### config.mk
export PLATFORM = sky130hd
export DESIGN_NAME = mubn_mac
export DESIGN_NICKNAME = d
export VERILOG_FILES = /design/src/hdl/mesh_unit_box_normalizer_defines.svh /design/src/hdl/mubn_pkg.sv /design/src/hdl/mubn_mac.sv
export SDC_FILE = /design/constraint.sdc
export NUM_CORES = 2
export LEC_CHECK = 0
export BUFFER_PORTS_ARGS = -buffer_cell sky130_fd_sc_hd__buf_2
export CORE_MARGIN = 2
export CORE_UTILIZATION = 50
export DETAILED_ROUTE_END_ITERATION = 10
export PLACE_DENSITY = 0.63
export SLEW_MARGIN = 10
export SYNTH_ARGS = -nofsm -noshare
export SYNTH_HDL_FRONTEND = slang
export SYNTH_SLANG_ARGS = --single-unit
### constraint.sdc
create_clock -name clock -period 25.1 [get_ports clock]
set_input_delay 5.02 -clock clock [delete_from_list [all_inputs] [get_ports clock]]
set_output_delay 5.02 -clock clock [all_outputs]
set_load 0.02 [all_outputs]
### src/hdl/mesh_unit_box_normalizer_defines.svh
// Assertion macros for the RTL that carries checks.
// Each check is sampled on the rising edge of clock.
`ifndef MESH_UNIT_BOX_NORMALIZER_DEFINES_SVH
`define MESH_UNIT_BOX_NORMALIZER_DEFINES_SVH

`ifndef ASSERT_OFF
// Check that is switched off while reset is high.
`define MUBN_ASSERT(name, prop, msg) \
   name: assert property (@(posedge clock) disable iff (reset) prop) else $error(msg);
// Check that also holds while reset is high.
`define MUBN_ASSERT_ALWAYS(name, prop, msg) \
   name: assert property (@(posedge clock) prop) else $error(msg);
`else
`define MUBN_ASSERT(name, prop, msg)
`define MUBN_ASSERT_ALWAYS(name, prop, msg)
`endif

`endif

### src/hdl/mubn_pkg.sv
`timescale 1ns / 1ps
`default_nettype none
package mubn_pkg;

   localparam int MAX_VERTICES = 1024;
   localparam int ADDR_W       = $clog2(MAX_VERTICES);
   localparam int COUNT_W      = $clog2(MAX_VERTICES + 1);

   localparam int ACTION_W = 2;
   localparam int COORD_W  = 32;
   localparam int INDEX_W  = 10;
   localparam int STATUS_W = 2;
   localparam int FIT_W    = 16;

   localparam int REQ_DATA_W = 112;
   localparam int RSP_DATA_W = 96;
   localparam int VTX_W      = 3 * COORD_W;

   // Scale is fit_size * 2^41 / extent.
   localparam int FIT_SHIFT = 41;
   localparam int QUOT_W    = FIT_W + FIT_SHIFT;
   localparam int QCNT_W    = $clog2(QUOT_W);
   localparam int EXT_W     = COORD_W;

   // The magnitude of an offset from the centre reaches 2^31.
   localparam int MAG_W  = COORD_W + 1;
   localparam int PART_W = (QUOT_W + 1) / 2;
   localparam int PROD_W = MAG_W + PART_W;
   localparam int ACC_W  = MAG_W + 2 * PART_W - 1;

   localparam logic [FIT_W-1:0] FIT_RESET = 16'd256;

   localparam logic [ACTION_W-1:0] ACT_CLEAR = 2'd0;
   localparam logic [ACTION_W-1:0] ACT_LOAD  = 2'd1;
   localparam logic [ACTION_W-1:0] ACT_READ  = 2'd2;

   localparam logic [STATUS_W-1:0] STAT_OK       = 2'd0;
   localparam logic [STATUS_W-1:0] STAT_DEGEN    = 2'd1;
   localparam logic [STATUS_W-1:0] STAT_UNLOADED = 2'd2;

   typedef logic signed [COORD_W-1:0] coord_type;

   typedef struct packed {
      logic mul_en;     // register the product of the current operands
      logic acc_load;   // accumulator takes the low partial product
      logic acc_add_hi; // accumulator adds the high partial product
   } mac_ctrl_type;

endpackage
`default_nettype wire

### src/hdl/mubn_mac.sv
`timescale 1ns / 1ps
`default_nettype none
module mubn_mac (
   input  wire                         clock,
   input  wire [mubn_pkg::MAG_W-1:0]  mag,
   input  wire [mubn_pkg::PART_W-1:0] part,
   input  wire mubn_pkg::mac_ctrl_type ctrl,
   output logic [mubn_pkg::ACC_W-1:0] acc
);
   import mubn_pkg::*;

   logic [PROD_W-1:0] prod_ff;
   logic [ACC_W-1:0]  acc_ff;

   always_ff @(posedge clock) begin
      if (ctrl.mul_en) begin
         prod_ff <= mag * part;
      end
      if (ctrl.acc_load) begin
         acc_ff <= ACC_W'(prod_ff);
      end else if (ctrl.acc_add_hi) begin
         acc_ff <= acc_ff + (ACC_W'(prod_ff) << PART_W);
      end
   end

   assign acc = acc_ff;

endmodule
`default_nettype wire

==> qor.yml <==
hold_viol: 0
io_pins: 156
die_area_um2: 81600
syn_to_final_growth_pct: 4.78
drt_wl_total_mm: 108
relSlewSlack: 0.298
min_period_over_period: 0.504
clock_latency_ps: 440
htreeDepth: 4
io_buffers: 155
rsz0062_at_grt: "false"
rows: 103
final_nets: 5443
post-cts-setup-buffers: 0
cts_resized: 0
final_area_um2: 41500
core-area_um2: 78700
async_flop_share: 0
start_util: 0.503
worstPathArrival_ps: 12830
fillerInstances: 7326
cts.sinks: 152
clock_skew_ps: 8.76
dr.pass1.iters: 5
grt_max_degree: 71
via_count: 28633
slew_viol_final: 0
grt_use_met3: 0.0486
clockBufferDepth: 2
layout_commonest_cell: "inv_1"
tns_ps: 0
dp_hpwl_mm: 82.4
cts_tree: "yes"
place.gp.congestion: 0.918
drt_iter0_drc: 1926
synth_edf_count: 124
finalCriticalPeriod_ps: 12650
numCtsBuffers: 17
clk_pin_slew_ps: 60
use_met2: 0.437
start_kind: "input pin"
die_w_um: 286
via_per_inst: 5.40
ys_warn_count: 0
ctsRootBufferMaster: "clkbuf_16"
worst_hold_path_type: "flip-flop to flip-flop"
use_met1: 0.393
grt.overflow.total: 0
ctsHoldBuffers: 0
avgSynthCellArea_um2: 9.25
status: "completed"
ys_seq_area_frac: 0.108
die_h_um: 286
ys_types: 67
syn_nets: 5496
grt_first_pass_wirelength_mm: 172
cp-end-kind: "flip-flop"
fmax_ghz: 0.0791
first_global_vias: 29986
dpl_cell_area_um2: 40900
drc: 0
cap_violations: 0
crit_fanout: 33
synthCells: 4287
grt_busiest_layer: "met2"
final_cell_mix: "inv_1 (863), fa_1 (833), and2_1 (566)"
groute.usage.overall: 0.273
critical_path_class: "input pin to flip-flop"
worst_slew_pin_slew_ps: 1050
ys.flop_type: "edfxtp_1"
setup_viol: 0
required_ps: 25290
whs_ps: 506
avgRoutedWirePerCell_um: 20.5
final_layout_size_suffix_gt1_frac: 0.0530
detail-route-antenna-nets: 0
syn-cell-area_um2: 39600
ys_ff_latch: 152
antenna_found_initial: 2
area by class of cell:
type,count,area (µm²),share of cell area
inverter,863,3240,0.0780
antenna,1,2.50,0.0000602
clock inverter,15,161,0.00389
timing repair buffer,174,921,0.0222
sequential,152,4280,0.103
multi-input combinational,3026,31200,0.751
tap,1050,1310,0.0316
clock buffer,17,425,0.0102
metrics by stage:
stage	setup slack, ps	instances	utilization
after floorplan	13100	4287	-
after global placement	12120	5265	0.520
after detailed placement	12010	5265	0.520
after CTS	12480	5297	0.527
after global routing	12110	5298	0.528
final	12450	5298	0.528
state kept, by name, summed over array words and instances (netlist names):
register and flops:
acc 90, prod_ff 62
final timing paths:
path	depth (start not counted)	slack, ps	from	end
max	26	12450	part[6]	prod_ff[60]
min	2	510	acc[72]	acc[72]
max reg2reg	14	21080	acc[29]	acc[75]
min reg2reg	2	510	acc[72]	acc[72]
logic make-up after synthesis:
logic type / after synthesis / share of synthesized area
AND/OR/NAND/NOR: 1304 / 0.166
AO/OA/AOI/OAI: 447 / 0.0728
XOR/XNOR: 122 / 0.0270
flip-flops: 152 / 0.108
buffers and inverters: 1109 / 0.105
adder cells (fa/ha/maj): 1143 / 0.519
multiplexers: 10 / 0.00256
critical path: stages:
cell,delay [ps]
buf_2,590
and2_1,250
fa_1,450
fa_1,550
inv_1,60
fa_1,560
fa_1,450
fa_1,540
inv_1,50
fa_1,460
fa_1,520
inv_1,60
fa_1,500
inv_1,60
ha_1,390
a21oi_1,220
o21ai_0,140
a21o_1,210
a221o_1,290
nand2_1,120
nand3_1,210
a41oi_1,370
o31ai_1,170
a311oi_1,290
o21bai_1,100
xor2_1,140
synth_stat cells (all sizes together) (13+ instances only):
cell / n / share of area
o21ai: 109 / 0.014
o21bai: 23 / 0.0044
a31oi: 19 / 0.0034
a21o: 83 / 0.016
and3: 13 / 0.0021
and2: 566 / 0.089
inv: 863 / 0.082
nor2: 78 / 0.0074
a21oi: 135 / 0.017
clkbuf: 238 / 0.023
nand3: 27 / 0.0034
ha: 310 / 0.098
edfxtp: 124 / 0.094
dfxtp: 28 / 0.014
nand2: 544 / 0.052
fa: 833 / 0.42
xnor2: 75 / 0.017
a22o: 17 / 0.0038
nand4: 31 / 0.0049
nor2b: 13 / 0.0021
xor2: 47 / 0.010
routing by layer:
layer / wire length [µm] / share of wire / vias to the layer above
met5: 10 / 0.000092 / -
met4: 1920 / 0.018 / 2
met3: 9190 / 0.085 / 121
met2: 50000 / 0.46 / 1125
met1: 47300 / 0.44 / 14532
li1: - / - / 12853
Power is not shown: default switching activity piles up to over one toggle a cycle in this logic, so the estimate is an artifact.
