File: src/hdl/mesh_unit_box_normalizer_defines.svh
// Assertion macros for the RTL that carries checks.
// Each check is sampled on the rising edge of clock.
`ifndef MESH_UNIT_BOX_NORMALIZER_DEFINES_SVH
`define MESH_UNIT_BOX_NORMALIZER_DEFINES_SVH

`ifndef ASSERT_OFF
// Check that is switched off while reset is high.
`define MUBN_ASSERT(name, prop, msg) \
   name: assert property (@(posedge clock) disable iff (reset) prop) else $error(msg);
// Check that also holds while reset is high.
`define MUBN_ASSERT_ALWAYS(name, prop, msg) \
   name: assert property (@(posedge clock) prop) else $error(msg);
`else
`define MUBN_ASSERT(name, prop, msg)
`define MUBN_ASSERT_ALWAYS(name, prop, msg)
`endif

`endif

File: src/hdl/mubn_pkg.sv
`timescale 1ns / 1ps
`default_nettype none
package mubn_pkg;

   localparam int MAX_VERTICES = 1024;
   localparam int ADDR_W       = $clog2(MAX_VERTICES);
   localparam int COUNT_W      = $clog2(MAX_VERTICES + 1);

   localparam int ACTION_W = 2;
   localparam int COORD_W  = 32;
   localparam int INDEX_W  = 10;
   localparam int STATUS_W = 2;
   localparam int FIT_W    = 16;

   localparam int REQ_DATA_W = 112;
   localparam int RSP_DATA_W = 96;
   localparam int VTX_W      = 3 * COORD_W;

   // Scale is fit_size * 2^41 / extent.
   localparam int FIT_SHIFT = 41;
   localparam int QUOT_W    = FIT_W + FIT_SHIFT;
   localparam int QCNT_W    = $clog2(QUOT_W);
   localparam int EXT_W     = COORD_W;

   // The magnitude of an offset from the centre reaches 2^31.
   localparam int MAG_W  = COORD_W + 1;
   localparam int PART_W = (QUOT_W + 1) / 2;
   localparam int PROD_W = MAG_W + PART_W;
   localparam int ACC_W  = MAG_W + 2 * PART_W - 1;

   localparam logic [FIT_W-1:0] FIT_RESET = 16'd256;

   localparam logic [ACTION_W-1:0] ACT_CLEAR = 2'd0;
   localparam logic [ACTION_W-1:0] ACT_LOAD  = 2'd1;
   localparam logic [ACTION_W-1:0] ACT_READ  = 2'd2;

   localparam logic [STATUS_W-1:0] STAT_OK       = 2'd0;
   localparam logic [STATUS_W-1:0] STAT_DEGEN    = 2'd1;
   localparam logic [STATUS_W-1:0] STAT_UNLOADED = 2'd2;

   typedef logic signed [COORD_W-1:0] coord_type;

   typedef struct packed {
      logic mul_en;     // register the product of the current operands
      logic acc_load;   // accumulator takes the low partial product
      logic acc_add_hi; // accumulator adds the high partial product
   } mac_ctrl_type;

endpackage
`default_nettype wire

File: src/hdl/mubn_div.sv
`timescale 1ns / 1ps
`default_nettype none
module mubn_div (
   input  wire                          clock,
   input  wire                          reset,
   input  wire                          start,
   input  wire [mubn_pkg::FIT_W-1:0]   fit_size,
   input  wire [mubn_pkg::EXT_W-1:0]   divisor,
   output logic                         done,
   output logic [mubn_pkg::QUOT_W-1:0] quotient
);
   import mubn_pkg::*;

   logic [QUOT_W-1:0] num_ff;
   logic [QUOT_W-1:0] quot_ff;
   logic [EXT_W-1:0]  rem_ff;
   logic [EXT_W-1:0]  dvs_ff;
   logic [QCNT_W-1:0] cnt_ff;
   logic              run_ff;
   logic              done_ff;

   logic [EXT_W:0]    trial_in;
   logic [EXT_W:0]    diff_in;
   logic              fits_in;

   // Restoring division, one quotient bit per cycle, most significant first.
   always_comb begin
      trial_in = {rem_ff, num_ff[QUOT_W-1]};
      diff_in  = trial_in - {1'b0, dvs_ff};
      fits_in  = trial_in >= {1'b0, dvs_ff};
   end

   always_ff @(posedge clock) begin
      if (reset) begin
         run_ff  <= 1'b0;
         done_ff <= 1'b0;
         cnt_ff  <= '0;
      end else begin
         done_ff <= 1'b0;
         if (start) begin
            run_ff <= 1'b1;
            cnt_ff <= QCNT_W'(QUOT_W - 1);
         end else if (run_ff) begin
            if (cnt_ff == '0) begin
               run_ff  <= 1'b0;
               done_ff <= 1'b1;
            end else begin
               cnt_ff <= cnt_ff - 1'b1;
            end
         end
      end
   end

   always_ff @(posedge clock) begin
      if (start) begin
         num_ff  <= {fit_size, {FIT_SHIFT{1'b0}}};
         rem_ff  <= '0;
         quot_ff <= '0;
         dvs_ff  <= divisor;
      end else if (run_ff) begin
         num_ff  <= {num_ff[QUOT_W-2:0], 1'b0};
         rem_ff  <= fits_in ? diff_in[EXT_W-1:0] : trial_in[EXT_W-1:0];
         quot_ff <= {quot_ff[QUOT_W-2:0], fits_in};
      end
   end

   assign done     = done_ff;
   assign quotient = quot_ff;

endmodule
`default_nettype wire

File: config.mk
export PLATFORM = sky130hd
export DESIGN_NAME = mubn_div
export DESIGN_NICKNAME = d
export VERILOG_FILES = /design/src/hdl/mesh_unit_box_normalizer_defines.svh /design/src/hdl/mubn_pkg.sv /design/src/hdl/mubn_div.sv
export SDC_FILE = /design/constraint.sdc
export NUM_CORES = 1
export LEC_CHECK = 0
export BUFFER_PORTS_ARGS = -buffer_cell sky130_fd_sc_hd__clkbuf_2
export CORE_MARGIN = 1
export CORE_UTILIZATION = 40
export CTS_CLUSTER_DIAMETER = 80
export CTS_CLUSTER_SIZE = 14
export DETAILED_ROUTE_END_ITERATION = 12
export GPL_TIMING_DRIVEN = 0
export MAX_ROUTING_LAYER = met4
export PLACE_DENSITY = 0.67
export SKIP_LAST_GASP = 1
export SYNTH_ARGS = -nofsm -noshare
export SYNTH_HDL_FRONTEND = slang
export SYNTH_SLANG_ARGS = --single-unit
File: constraint.sdc
create_clock -name clock -period 3.4 [get_ports clock]
set_input_delay 0.51 -clock clock [delete_from_list [all_inputs] [get_ports clock]]
set_output_delay 0.51 -clock clock [all_outputs]
set_load 0.1 [all_outputs]
==> flow_summary_export.csv <==
group,metric,value,unit
global_routing,gr-total-overflow,0,
timing,setup_viol,0,
setup_path,path_class,"reg -> reg",
setup_path,worstPathArrival,3520,ps
cells_and_area,final_area,0.00893,sq mm
timing,setup_ws,212,ps
global_routing,grt_max_degree,34,
placement,portBuffers,107,
cells_and_area,multiInputGateArea,0.00378,sq mm
cells_and_area,final_common_cell,"nor2_1",
cells_and_area,fin_cells,1158,
route,dr.first_iter.drc_count,444,
synth,synthSimpleGateAreaFrac,15.6,%
route,vias,6121,
run_status,status,"finished, final reports clean",
timing,tightest_slew,899,ps
clock_tree,cts_tree,"yes",
synth,avgSynthCellArea,9.55,sq um
synth,syn_area,0.00752,sq mm
synth,muxShareOfSynthArea,10.8,%
floorplanning,die_area,0.0194,sq mm
timing,hold_viol,0,
synth,yosysSeqAreaShare,45.0,%
timing,drv_slew,0,
synth,synth_compound_area_share,14.8,%
floorplanning,rows,49,
synth,ys_async_sr_fraction,0,%
cells_and_area,final_layout_size_suffix_gt1_share,20.7,%
clock_tree,clkTransAtPathRegs,60,ps
timing,max_freq,314,MHz
placement,dp_cells,1124,
timing,clock-skew-final,10.9,ps
floorplanning,die_h,139,microns
floorplanning,coreArea,0.0182,sq mm
global_routing,first_global_vias,6092,
synth,synthAdderAreaFrac,5.76,%
cells_and_area,syn_to_final_growth,18.7,%
synth,postSynthCellCount,788,
placement,gp_congestion,0.906,
global_routing,antenna_found_initial,0,
synth,yosysWarnings,0,
setup_path,path_delay_family,"compound AO/OA/AOI/OAI gates",
power_and_ir_drop,power_density,501,mW/mm^2
setup_path,critical_path.endpoint_type,"flip-flop",
synth,synth_top_family_by_area,"simple AND/OR/NAND/NOR gates",
synth,synth_seq_cells,145,
synth,synth_xor_area_share,3.26,%
setup_path,cp_max_fo,7,
clock_tree,cts_made_buffers,17,
clock_tree,clk_latency,430,ps
floorplanning,start_util,41.3,%
route,drt-pass1-iter-count,4,
clock_tree,clk_path_buf_depth,2,
cells_and_area,antenna_cells,0,
setup_path,path_cells,"inv_1 -> ha_1 -> clkbuf_1 -> a21oi_1 -> nand2b_1 -> o311ai_0 -> o2111ai_1 -> a31oi_1 -> xnor2_1 -> nand2_1 -> a311oi_1",
setup_path,cp_slowest_cell,"o311ai_0",
timing,slew_headroom,40.1,%
placement,dp.final_hpwl,13100,microns
floorplanning,die_x,139,microns
hold_path,hp-class,"in -> reg",
clock_tree,cts_hold_buf,0,
synth,syn_nets,873,
flow_run,cap_violations,0,
cells_and_area,fill_cells,1750,
synth,synth_ff_type,"dfxtp_1",
setup_path,slowest_delay,710,ps
route,routed_wl,18100,microns
synth,ys_types,65,
route,ant_nets,0,
global_routing,grt_pass1_wl,29900,microns
clock_tree,h-tree-depth,4,
clock_tree,cts_sinks,145,
setup_path,start_kind,"flip-flop",
route,wl_per_cell,15.6,microns
timing,hold-worst-slack,254,ps
setup_path,critPathBufInv,2,
cells_and_area,nNetsFinal,1001,
setup_path,required,3730,ps
power_and_ir_drop,peakVddDrop,360,uV
floorplanning,io_pins,109,
clock_tree,cts_root_buffer,"clkbuf_16",
route,post-route-drc-count,0,
route,viasPerCell,5.29,
synth,synth_edf_count,48,
cells_and_area,postLayoutCoreUtil,49.0,%
timing,period_share,93.8,%
timing,layout_min_cycle_time,3190,ps
cells_and_area,layout_common_cells,"nor2_1 (109), clkbuf_2 (107), dfxtp_1 (97)",
power_and_ir_drop,p_leak,3.80,nW
global_routing,globalRouteTotalUtil,20.2,%
placement,dpl_worst_slack,129,ps
cells_and_area,seqCellArea,0.00338,sq mm
placement,place_area,0.00834,sq mm
## kinds of logic (layout without fill, tap and decap cells)
| kind of cell | Yosys count | in the layout |
|---|---|---|
| simple gates | 262 | 262 |
| compound gates | 152 | 152 |
| flops | 145 | 145 |
| buf+inv | 88 | 229 |
| mux | 79 | 79 |
| fa+ha+maj | 34 | 34 |
| xor+xnor | 28 | 28 |
## report_power, final
| part | switching (mW) | internal (mW) | total (mW) |
|---|---|---|---|
| clock network | 0.781 | 1.03 | 1.81 |
| logic | 0.444 | 0.292 | 0.737 |
| registers | 0.0402 | 1.88 | 1.92 |
| total | 1.27 | 3.21 | 4.47 |
## synth_stat cells, types with 8 or more instances
cell,number,share of area (%)
mux2i_1,60,8.0
inv_1,44,2.2
nand4_1,13,1.1
nand3_1,13,0.86
a311oi_2,12,2.4
a21o_1,12,1.2
ha_1,33,5.5
edfxtp_1,48,19
clkbuf_1,29,1.4
xnor2_1,25,2.9
a21oi_1,39,2.6
a211oi_1,9,0.90
nor2_1,110,5.5
dfxtp_1,97,26
mux2_2,18,2.7
o21ai_0,17,1.1
and2_1,8,0.67
a31oi_1,8,0.67
nor3_1,15,1.0
nand2_1,71,3.5
## what timing repair did
item,CTS,global route
gates resized for setup,0,1
endpoints found under the setup margin,0,13
buffers inserted,0,2
endpoints found under the hold margin,0,0
## routing by layer
| metal | track usage (%) | wire length (microns) | vias to the layer above |
|---|---|---|---|
| met1 | 25.5 | 8530 | 2882 |
| met5 | - | 0 | - |
| li1 | - | - | 3059 |
| met3 | 4.73 | 983 | 24 |
| met4 | 7.19 | 332 | 0 |
| met2 | 31.4 | 8210 | 156 |
## layout make-up
type                       count  area share, %
multi-input combinational    555           42.4
clock buffer                  21           5.39
tap                          229           3.21
timing repair buffer         109           6.17
sequential                   145           37.9
inverter                      44           1.85
clock inverter                11          0.967
buffer                        44           2.14
## final timing paths
path / start / end / slack (ps) / cells past startpoint
worst max-delay path: dvs_ff[5] / rem_ff[25] / 210 / 11
worst max register to register: dvs_ff[5] / rem_ff[25] / 210 / 11
worst min register to register: rem_ff[8] / rem_ff[8] / 480 / 2
worst min-delay path: divisor[10] / dvs_ff[10] / 250 / 1
## flip-flops by register name (all words and copies together) (netlist names)
register and count:
dvs_ff 32, num_ff 16, rem_ff 32, quotient 57
done 1, cnt_ff 6, run_ff 1
## per-stage QoR
step                      power [mW]  TNS (ps)
final                           4.47         0
after global placement          2.68         0
after detailed placement        2.69         0
after floorplan                 2.50         0
after global routing            4.67      -110
after CTS                       4.51         0
(Power assumes the default switching activity.)
